## src/hw/rtl/bash_pkg.sv

```systemverilog
`timescale 1ns / 1ps
`default_nettype none
// ---------------------------------------------------------------------------
// bash_pkg
// Types, widths and constants shared by the bearing and sector hit pipeline.
// ---------------------------------------------------------------------------
package bash_pkg;

    // Field widths
    localparam int C_COORD_W     = 11;
    localparam int C_FRAC        = 6;
    localparam int C_SWEEP_W     = 15;
    localparam int C_BEAR_W      = 15;
    localparam int C_WIN_W       = 12;
    localparam int C_CORDIC_STAGES = 16;
    localparam int C_TAB_LEN     = 24;

    // CORDIC datapath: operands scaled by 2^24, angle in 2^-20 degree
    localparam int C_GUARD       = 24;
    localparam int C_ZSHIFT      = 20;
    localparam int C_VEC_W       = C_COORD_W + C_GUARD + 4;
    localparam int C_ZW          = 29;

    // Angle constants
    localparam logic [C_ZW-1:0] C_ZMAX = C_ZW'(90 << C_ZSHIFT);
    localparam int C_RSH         = C_ZSHIFT - C_FRAC;
    localparam logic [C_ZW-1:0] C_RND  = C_ZW'(1 << (C_RSH - 1));
    localparam logic [C_BEAR_W:0] C_FULL = (C_BEAR_W + 1)'(360 << C_FRAC);
    localparam logic [C_BEAR_W:0] C_HALF = (C_BEAR_W + 1)'(180 << C_FRAC);

    // Window reset, about 3.1 degrees
    localparam logic [C_WIN_W-1:0] C_HALF_WINDOW_RST = C_WIN_W'(198);

    // atan(2^-i) in 2^-20 degree, rounded to nearest
    localparam logic [C_ZW-1:0] C_ATAN_TAB [C_TAB_LEN] = '{
        29'd47185920, 29'd27855475, 29'd14718068, 29'd7471121,
        29'd3750058,  29'd1876857,  29'd938658,   29'd469357,
        29'd234682,   29'd117342,   29'd58671,    29'd29335,
        29'd14668,    29'd7334,     29'd3667,     29'd1833,
        29'd917,      29'd458,      29'd229,      29'd115,
        29'd57,       29'd29,       29'd14,       29'd7
    };

    typedef struct packed {
        logic [C_COORD_W-1:0] origin_x;
        logic [C_COORD_W-1:0] origin_y;
        logic [C_COORD_W-1:0] target_x;
        logic [C_COORD_W-1:0] target_y;
        logic [C_SWEEP_W-1:0] sweep_angle;
    } t_in;

    typedef struct packed {
        logic [C_BEAR_W-1:0] bearing;
        logic                hit;
        logic                zero_vector;
    } t_out;

    // Item context carried alongside the CORDIC
    typedef struct packed {
        logic                 neg_x;
        logic                 neg_y;
        logic                 zero;
        logic [C_SWEEP_W-1:0] sweep;
    } t_ctx;

    typedef struct packed {
        t_ctx                    ctx;
        logic signed [C_VEC_W-1:0] x;
        logic signed [C_VEC_W-1:0] y;
        logic signed [C_ZW-1:0]    z;
    } t_pipe;

endpackage : bash_pkg
`default_nettype wire

```

## src/hw/rtl/bash_prep.sv

```systemverilog
`timescale 1ns / 1ps
`default_nettype none
// ---------------------------------------------------------------------------
// bash_prep
// Input stage: forms the difference vector, folds it into the first quadrant
// and loads the CORDIC operands.
// ---------------------------------------------------------------------------
module bash_prep
    import bash_pkg::*;
(
    input  wire logic  i_clk,
    input  wire logic  i_rst_n,
    input  wire logic  i_valid,
    output logic       o_ready,
    input  wire t_in   i_data,
    output logic       o_valid,
    input  wire logic  i_ready,
    output t_pipe      o_data
);

    logic                       r_valid;
    t_pipe                      r_data;
    t_pipe                      n_data;
    logic signed [C_COORD_W:0]  dx;
    logic signed [C_COORD_W:0]  dy;
    logic signed [C_COORD_W:0]  adx;
    logic signed [C_COORD_W:0]  ady;

    // Stage advances when empty or when the next stage takes its item
    assign o_ready = !r_valid || i_ready;

    // Difference and magnitude
    always_comb begin
        dx  = signed'({1'b0, i_data.origin_x}) - signed'({1'b0, i_data.target_x});
        dy  = signed'({1'b0, i_data.origin_y}) - signed'({1'b0, i_data.target_y});
        adx = dx[C_COORD_W] ? -dx : dx;
        ady = dy[C_COORD_W] ? -dy : dy;

        n_data.ctx.neg_x = dx[C_COORD_W];
        n_data.ctx.neg_y = dy[C_COORD_W];
        n_data.ctx.zero  = (dx == '0) && (dy == '0);
        n_data.ctx.sweep = i_data.sweep_angle;
        n_data.x = {{(C_VEC_W - C_COORD_W - C_GUARD){1'b0}},
                    ady[C_COORD_W-1:0], {C_GUARD{1'b0}}};
        n_data.y = {{(C_VEC_W - C_COORD_W - C_GUARD){1'b0}},
                    adx[C_COORD_W-1:0], {C_GUARD{1'b0}}};
        n_data.z = '0;
    end

    // Valid flag
    always_ff @(posedge i_clk) begin
        if (!i_rst_n) begin
            r_valid <= 1'b0;
        end else if (o_ready) begin
            r_valid <= i_valid;
        end
    end

    // Payload
    always_ff @(posedge i_clk) begin
        if (o_ready && i_valid) begin
            r_data <= n_data;
        end
    end

    assign o_valid = r_valid;
    assign o_data  = r_data;

endmodule : bash_prep
`default_nettype wire

```

## src/hw/rtl/bash_cordic_stage.sv

```systemverilog
`timescale 1ns / 1ps
`default_nettype none
// ---------------------------------------------------------------------------
// bash_cordic_stage
// One registered vectoring CORDIC iteration with a fixed shift.
// ---------------------------------------------------------------------------
module bash_cordic_stage
    import bash_pkg::*;
#(
    parameter int STAGE = 0
) (
    input  wire logic  i_clk,
    input  wire logic  i_rst_n,
    input  wire logic  i_valid,
    output logic       o_ready,
    input  wire t_pipe i_data,
    output logic       o_valid,
    input  wire logic  i_ready,
    output t_pipe      o_data
);

    logic                      r_valid;
    t_pipe                     r_data;
    t_pipe                     n_data;
    logic signed [C_VEC_W-1:0] xs;
    logic signed [C_VEC_W-1:0] ys;

    assign o_ready = !r_valid || i_ready;

    // Rotate toward the x axis; both updates use the old x and y
    always_comb begin
        xs = i_data.x >>> STAGE;
        ys = i_data.y >>> STAGE;
        n_data.ctx = i_data.ctx;
        if (!i_data.y[C_VEC_W-1]) begin
            n_data.x = i_data.x + ys;
            n_data.y = i_data.y - xs;
            n_data.z = i_data.z + signed'(C_ATAN_TAB[STAGE]);
        end else begin
            n_data.x = i_data.x - ys;
            n_data.y = i_data.y + xs;
            n_data.z = i_data.z - signed'(C_ATAN_TAB[STAGE]);
        end
    end

    always_ff @(posedge i_clk) begin
        if (!i_rst_n) begin
            r_valid <= 1'b0;
        end else if (o_ready) begin
            r_valid <= i_valid;
        end
    end

    always_ff @(posedge i_clk) begin
        if (o_ready && i_valid) begin
            r_data <= n_data;
        end
    end

    assign o_valid = r_valid;
    assign o_data  = r_data;

endmodule : bash_cordic_stage
`default_nettype wire

```

## src/hw/rtl/bash_post.sv

```systemverilog
`timescale 1ns / 1ps
`default_nettype none
// ---------------------------------------------------------------------------
// bash_post
// Two output stages: clamp and round the CORDIC angle, then place it in its
// quadrant and test it against the sweep window.
// ---------------------------------------------------------------------------
module bash_post
    import bash_pkg::*;
(
    input  wire logic                i_clk,
    input  wire logic                i_rst_n,
    input  wire logic [C_WIN_W-1:0]  i_half_window,
    input  wire logic                i_valid,
    output logic                     o_ready,
    input  wire t_pipe               i_data,
    output logic                     o_valid,
    input  wire logic                i_ready,
    output t_out                     o_data
);

    // Round stage
    logic                  r_valid_rnd;
    t_ctx                  r_ctx;
    logic [C_BEAR_W-1:0]   r_theta;
    logic [C_BEAR_W-1:0]   n_theta;
    logic [C_ZW-1:0]       z_clamp;
    logic [C_ZW-1:0]       z_round;
    logic                  en_rnd;

    // Output stage
    logic                  r_valid_out;
    t_out                  r_out;
    t_out                  n_out;
    logic [C_BEAR_W:0]     bear;
    logic [C_BEAR_W+1:0]   lo_sum;
    logic [C_BEAR_W+1:0]   hi_sum;
    logic                  en_out;

    assign en_out  = !r_valid_out || i_ready;
    assign en_rnd  = !r_valid_rnd || en_out;
    assign o_ready = en_rnd;

    // Clamp to [0, 90 degrees], round half up
    always_comb begin
        if (i_data.z[C_ZW-1]) begin
            z_clamp = '0;
        end else if (unsigned'(i_data.z) > C_ZMAX) begin
            z_clamp = C_ZMAX;
        end else begin
            z_clamp = unsigned'(i_data.z);
        end
        z_round = (z_clamp + C_RND) >> C_RSH;
        n_theta = z_round[C_BEAR_W-1:0];
    end

    always_ff @(posedge i_clk) begin
        if (!i_rst_n) begin
            r_valid_rnd <= 1'b0;
        end else if (en_rnd) begin
            r_valid_rnd <= i_valid;
        end
    end

    always_ff @(posedge i_clk) begin
        if (en_rnd && i_valid) begin
            r_ctx   <= i_data.ctx;
            r_theta <= n_theta;
        end
    end

    // Quadrant placement, full-turn wrap and window test
    always_comb begin
        unique case ({r_ctx.neg_x, r_ctx.neg_y})
            2'b00:   bear = {1'b0, r_theta};
            2'b01:   bear = C_HALF - {1'b0, r_theta};
            2'b11:   bear = C_HALF + {1'b0, r_theta};
            default: bear = C_FULL - {1'b0, r_theta};
        endcase
        if (bear >= C_FULL) begin
            bear = '0;
        end
        lo_sum = {2'b00, r_ctx.sweep} + (C_BEAR_W + 2)'(i_half_window);
        hi_sum = {1'b0, bear} + (C_BEAR_W + 2)'(i_half_window);

        if (r_ctx.zero) begin
            n_out.bearing     = '0;
            n_out.hit         = 1'b0;
            n_out.zero_vector = 1'b1;
        end else begin
            n_out.bearing     = bear[C_BEAR_W-1:0];
            n_out.hit         = (lo_sum > {1'b0, bear}) &&
                                ({2'b00, r_ctx.sweep} < hi_sum);
            n_out.zero_vector = 1'b0;
        end
    end

    always_ff @(posedge i_clk) begin
        if (!i_rst_n) begin
            r_valid_out <= 1'b0;
        end else if (en_out) begin
            r_valid_out <= r_valid_rnd;
        end
    end

    always_ff @(posedge i_clk) begin
        if (en_out && r_valid_rnd) begin
            r_out <= n_out;
        end
    end

    assign o_valid = r_valid_out;
    assign o_data  = r_out;

endmodule : bash_post
`default_nettype wire

```

## src/hw/rtl/bearing_angle_sector_hit.sv

```systemverilog
`timescale 1ns / 1ps
`default_nettype none
// ---------------------------------------------------------------------------
// bearing_angle_sector_hit
// Compass bearing of a point pair and sweep-window hit test.
// ---------------------------------------------------------------------------
// Usage:
//   Input channel (i_valid / o_ready, i_data) carries origin, target and the
//   sweep angle. Output channel (o_valid / i_ready, o_data) returns the
//   bearing in 1/64 degree, the hit flag and the zero-vector flag, one result
//   per transfer, in input order.
//   The half-window register is written through i_cfg_we / i_cfg_data, by
//   the user only while the pipeline is empty; the block does not enforce
//   this. It resets to 198 (about 3.1 degrees). Stages: one input stage,
//   one per CORDIC iteration, a round stage and the output register.
//   Throughput is one transfer per cycle while the receiver keeps up; every
//   stage holds its own valid bit, so bubbles collapse and the input keeps
//   accepting while a result waits at the output, until every stage is full.
//   Reset (synchronous, active low) empties all stages. A stalled receiver
//   holds the output result steady and backs up the stages behind it.
// ---------------------------------------------------------------------------
module bearing_angle_sector_hit
    import bash_pkg::*;
#(
    parameter int CORDIC_STAGES = C_CORDIC_STAGES
) (
    input  wire logic               i_clk,
    input  wire logic               i_rst_n,
    input  wire logic               i_cfg_we,
    input  wire logic [C_WIN_W-1:0] i_cfg_data,
    input  wire logic               i_valid,
    output logic                    o_ready,
    input  wire t_in                i_data,
    output logic                    o_valid,
    input  wire logic               i_ready,
    output t_out                    o_data
);

    localparam int N = (CORDIC_STAGES < C_TAB_LEN) ? CORDIC_STAGES : C_TAB_LEN;

    logic [C_WIN_W-1:0] r_half_window;
    logic               s_valid [N+1];
    logic               s_ready [N+1];
    t_pipe              s_data  [N+1];

    // Configuration register
    always_ff @(posedge i_clk) begin
        if (!i_rst_n) begin
            r_half_window <= C_HALF_WINDOW_RST;
        end else if (i_cfg_we) begin
            r_half_window <= i_cfg_data;
        end
    end

    bash_prep u_prep (
        .i_clk   (i_clk),
        .i_rst_n (i_rst_n),
        .i_valid (i_valid),
        .o_ready (o_ready),
        .i_data  (i_data),
        .o_valid (s_valid[0]),
        .i_ready (s_ready[0]),
        .o_data  (s_data[0])
    );

    // CORDIC iterations, one register stage each
    for (genvar k = 0; k < N; k++) begin : g_cordic
        bash_cordic_stage #(
            .STAGE (k)
        ) u_stage (
            .i_clk   (i_clk),
            .i_rst_n (i_rst_n),
            .i_valid (s_valid[k]),
            .o_ready (s_ready[k]),
            .i_data  (s_data[k]),
            .o_valid (s_valid[k+1]),
            .i_ready (s_ready[k+1]),
            .o_data  (s_data[k+1])
        );
    end

    bash_post u_post (
        .i_clk         (i_clk),
        .i_rst_n       (i_rst_n),
        .i_half_window (r_half_window),
        .i_valid       (s_valid[N]),
        .o_ready       (s_ready[N]),
        .i_data        (s_data[N]),
        .o_valid       (o_valid),
        .i_ready       (i_ready),
        .o_data        (o_data)
    );

endmodule : bearing_angle_sector_hit
`default_nettype wire

```

## config.mk

```make
export PLATFORM = sky130hd
export DESIGN_NAME = bearing_angle_sector_hit
export DESIGN_NICKNAME = d
export VERILOG_FILES = /design/src/hw/rtl/bash_pkg.sv /design/src/hw/rtl/bash_prep.sv /design/src/hw/rtl/bash_cordic_stage.sv /design/src/hw/rtl/bash_post.sv /design/src/hw/rtl/bearing_angle_sector_hit.sv
export SDC_FILE = /design/constraint.sdc
export NUM_CORES = 2
export LEC_CHECK = 0
export BUFFER_PORTS_ARGS = -buffer_cell sky130_fd_sc_hd__buf_2
export CORE_MARGIN = 5
export CORE_UTILIZATION = 40
export CTS_BUF_LIST = sky130_fd_sc_hd__clkbuf_16
export DETAILED_ROUTE_END_ITERATION = 6
export PLACE_DENSITY = 0.57
export SLEW_MARGIN = 0
export SYNTH_ARGS = -nofsm -noshare
export SYNTH_HDL_FRONTEND = slang
export SYNTH_SLANG_ARGS = --single-unit
```

## constraint.sdc

```tcl
create_clock -name i_clk -period 15.34 [get_ports i_clk]
set_input_delay 0.767 -clock i_clk [delete_from_list [all_inputs] [get_ports i_clk]]
set_output_delay 0.767 -clock i_clk [all_outputs]
set_load 0.01 [all_outputs]
```

==> run summary <==
Routed WL = 288000 µm
Clk_lat worst skew = 0.87 ns
Worst slew pin tran = 1.35 ns
R2R setup slack = 7.92 ns
Crit Reg-Reg Endpoint = u_post.o_data[1]$_SDFFCE_PP0P_
Hold_sp = i_data[2]
Net Sw Power = 0.00243 W
Ys async rst share = 0%
Reg-to-Reg Start = u_post.r_theta[5]$_DFFE_PP_
Synth warn = 0
Grt ovf = 0
Peak supply drop = 0.0000824 V
Initial antenna violation count = 1
Syn-to-layout area delta = 9.82%
Max Fclk = 0.135 GHz
Setup TNS = 0 ns
Comb power frac = 8.8%
Synthesized area per cell = 10.1 µm²
Worst-path fanout max = 41
Synthesized flop and latch total = 1642
DR pass1 iterations = 6
Slew Viols, Final = 0
Endpoints failing setup = 0
Pin count of the biggest net entering global routing = 79
Dpl cell area = 125000 µm²
Leak = 52.4 nW
Vias in the first global route = 86600
Worst hold path depth = 1
Reg clk slew, reported paths = 0.06 ns
Commonest non-fill, non-tap cell in the layout = edfxtp_1
CP max stage delay = 0.57 ns
Hold slack = 0.0932 ns
First-pass GRT wire length = 461000 µm
Final hold vios = 0
Top cell type by total area after synthesis = edfxtp_1
Synth Area in Compound Gates = 16.9%
Vias = 88200
CP max stage cell = or4_1
Core Util, Final = 44.0%
Rel. slew slack = 8.85%
CP Launch Type = flop
Synth cell types = 92
Power per standard cell area = 80.0 nW/µm²
MaxCap Viol Count = 0
Via density = 5.44
Final instance area = 132000 µm²
Residual DRC count = 0
Adder-Cell Fraction of Synth Area = 14.2%
Boundary pin count = 95
Most frequent cells in the layout = edfxtp_1 (1611), ha_1 (1295), a21oi_1 (1237), nor2_1 (1115), xnor2_1 (1098)
Hold Path Sink = u_prep.o_data[109]$_DFFE_PP_
Post-route ant nets = 0
# clock sinks = 1642
Mapped cell area = 120000 µm²
HP Class = input pin to flop
Post-synth EDFFs = 1611
CTS Buf Count = 192
RSZ-0062 raised after global routing = false
Routed len/inst = 17.8 µm
Worst setup EP type = flop
Die ar. = 311000 µm²
Area share of the leading cell type in the synthesized netlist = 40.3%
Slack of the critical path = 7.92 ns
Sequential share of power = 48.1%
Outcome = complete, no violations
Reg2Reg Depth = 31
Min Tclk post-route = 7.42 ns
Kind of critical path = flop to flop
Starting Density = 40.1%
# Post-CTS Setup Buffers = 0
Setup WS pre-CTS = 7.90 ns
Tcrit/Tclk final = 48.4%
All-Layer GR Usage = 18.0%
CTS tree = built
Multiplexer area fraction after synthesis = 0.625%
Row count = 201
Chip height = 558 µm
Post-DP HPWL = 229000 µm
Routability congestion estimate = 0.888
Clock Power Share = 43.2%
Largest family of logic cells by synthesized area = compound AO/OA/AOI/OAI gates
Seq/Total Area, Yosys = 40.8%
Net Sw Frac = 23.0%
Clk buf depth = 4
Clock Root Buffer = clkbuf_16
Synth top area cells = edfxtp_1 (40%), ha_1 (14%), xnor2_1 (8.0%)
Die W = 558 µm
Clock skew = 0.0627 ns
XOR/XNOR Fraction of Synth Area = 12.4%
H-tree lvl count = 4
Nets = 13500
Share of cells above drive strength 1 = 4.71%
Prevailing post-synth register cell = edfxtp_1
Arrival time worst endpoint = 8.11 ns
DRT iter0 DRCs = 5739
Core Region = 299000 µm²
Worst EP required = 16.03 ns
Number of I/O port buffers = 94
Most common cell on crit path = a21oi_1
Post-Synth Simple-Gate Area = 12.9%
Synthesized instance count = 11900
Power Internal = 0.00812 W
[cell usage after synthesis (38+ instances only)]
master       n
a211oi_1    69
a31oi_1    119
and3_1     106
o21a_1     196
nor2_1    1116
or3_1       80
a21o_1     495
nor4_1     105
inv_1      546
edfxtp_1  1611
a21boi_0    50
o21ai_0    484
xnor2_1   1098
xor2_1     596
nand4_1     69
a21oi_1   1238
nor2b_1    207
nor3_1     317
o41ai_1     38
nand2_1    582
nand2b_1   207
clkbuf_1   116
o21bai_1   166
fa_1        39
and2_1      91
nand3_1    158
a211o_1     43
or2_2       50
ha_1      1295
mux2_2      39
o31ai_1     52
[cell families (layout without fill, tap and decap cells)]
family | Yosys count | after routing
other cells | 2 | 5
fa+ha+maj | 1334 | 1334
compound gates | 3228 | 3228
mux | 70 | 70
buf+inv | 694 | 1056
flops | 1642 | 1642
xor+xnor | 1694 | 1694
simple gates | 3219 | 3219
[through the flow]
step                power (W)  instances
floorplan             0.00586      11900
global placement      0.00607      15900
detailed placement    0.00609      15900
CTS                    0.0107      16200
global route           0.0110      16200
finish                 0.0105      16200
[area by class of cell]
| cell class | count | area (µm²) |
|---|---|---|
| Antenna cell | 2 | 5.00 |
| Clock buffer | 198 | 4950 |
| Clock inverter | 153 | 1310 |
| Fill cell | 28100 | 168000 |
| Inverter | 550 | 2060 |
| Multi-Input combinational cell | 9548 | 68500 |
| Sequential cell | 1642 | 49000 |
| Tap cell | 3958 | 4950 |
| Timing Repair Buffer | 155 | 948 |
[routing by layer]
layer | vias up | track usage [%] | wire [µm]
li1 | 44200 | - | -
met1 | 41800 | 23.5 | 131000
met2 | 1737 | 31.3 | 138000
met3 | 458 | 2.04 | 10800
met4 | 0 | 5.28 | 8870
met5 | - | 0 | 0
[timing repair]
item	4_1_cts	5_1_grt
gates resized for setup	0	0
hold buffers	3	0
endpoints found under the hold margin	3	0
[state kept, by name, summed over array words and instances, names as in the netlist]
signal,cells
g_cordic.u_stage.o_valid,16
r_half_window,12
u_prep.o_valid,1
u_post.r_theta,15
u_post.r_ctx,18
u_post.o_valid,1
u_post.r_valid_rnd,1
u_prep.o_data,40
u_post.o_data,17
g_cordic.u_stage.o_data,1521
[power by group through the flow]
stage,Combinational [W],Clock [W],Sequential [W]
after floorplan,0.000727,0,0.00514
after global placement,0.000910,0,0.00516
after detailed placement,0.000925,0,0.00516
after CTS,0.000933,0.00471,0.00507
after global routing,0.00105,0.00489,0.00508
final,0.000924,0.00455,0.00507
[worst max path at each step]
stage | from | to | slack [ns] | depth (start not counted)
after floorplan | i_ready | g_cordic[7].u_stage.o_data[100]$_DFFE_PP_ | 3.74 | 8
after global placement | u_post.r_theta[5]$_DFFE_PP_ | u_post.o_data[1]$_SDFFCE_PP0P_ | 7.85 | 31
after detailed placement | u_post.r_theta[5]$_DFFE_PP_ | u_post.o_data[1]$_SDFFCE_PP0P_ | 7.90 | 31
after CTS | u_post.r_theta[5]$_DFFE_PP_ | u_post.o_data[1]$_SDFFCE_PP0P_ | 7.86 | 31
after global routing | u_post.r_theta[5]$_DFFE_PP_ | u_post.o_data[1]$_SDFFCE_PP0P_ | 7.34 | 31
final | u_post.r_theta[5]$_DFFE_PP_ | u_post.o_data[1]$_SDFFCE_PP0P_ | 7.92 | 31
[critical path: cells and delay by family (launching register included)]
family | cells | cell delay, ns
adder cells (fa/ha/maj) | 3 | 0.87
AO/OA/AOI/OAI | 18 | 3.46
AND/OR/NAND/NOR | 7 | 1.76
buffers and inverters | 2 | 0.49
flip-flops | 1 | 0.44
XOR/XNOR | 1 | 0.19
Power figures use the tool's default switching activity.
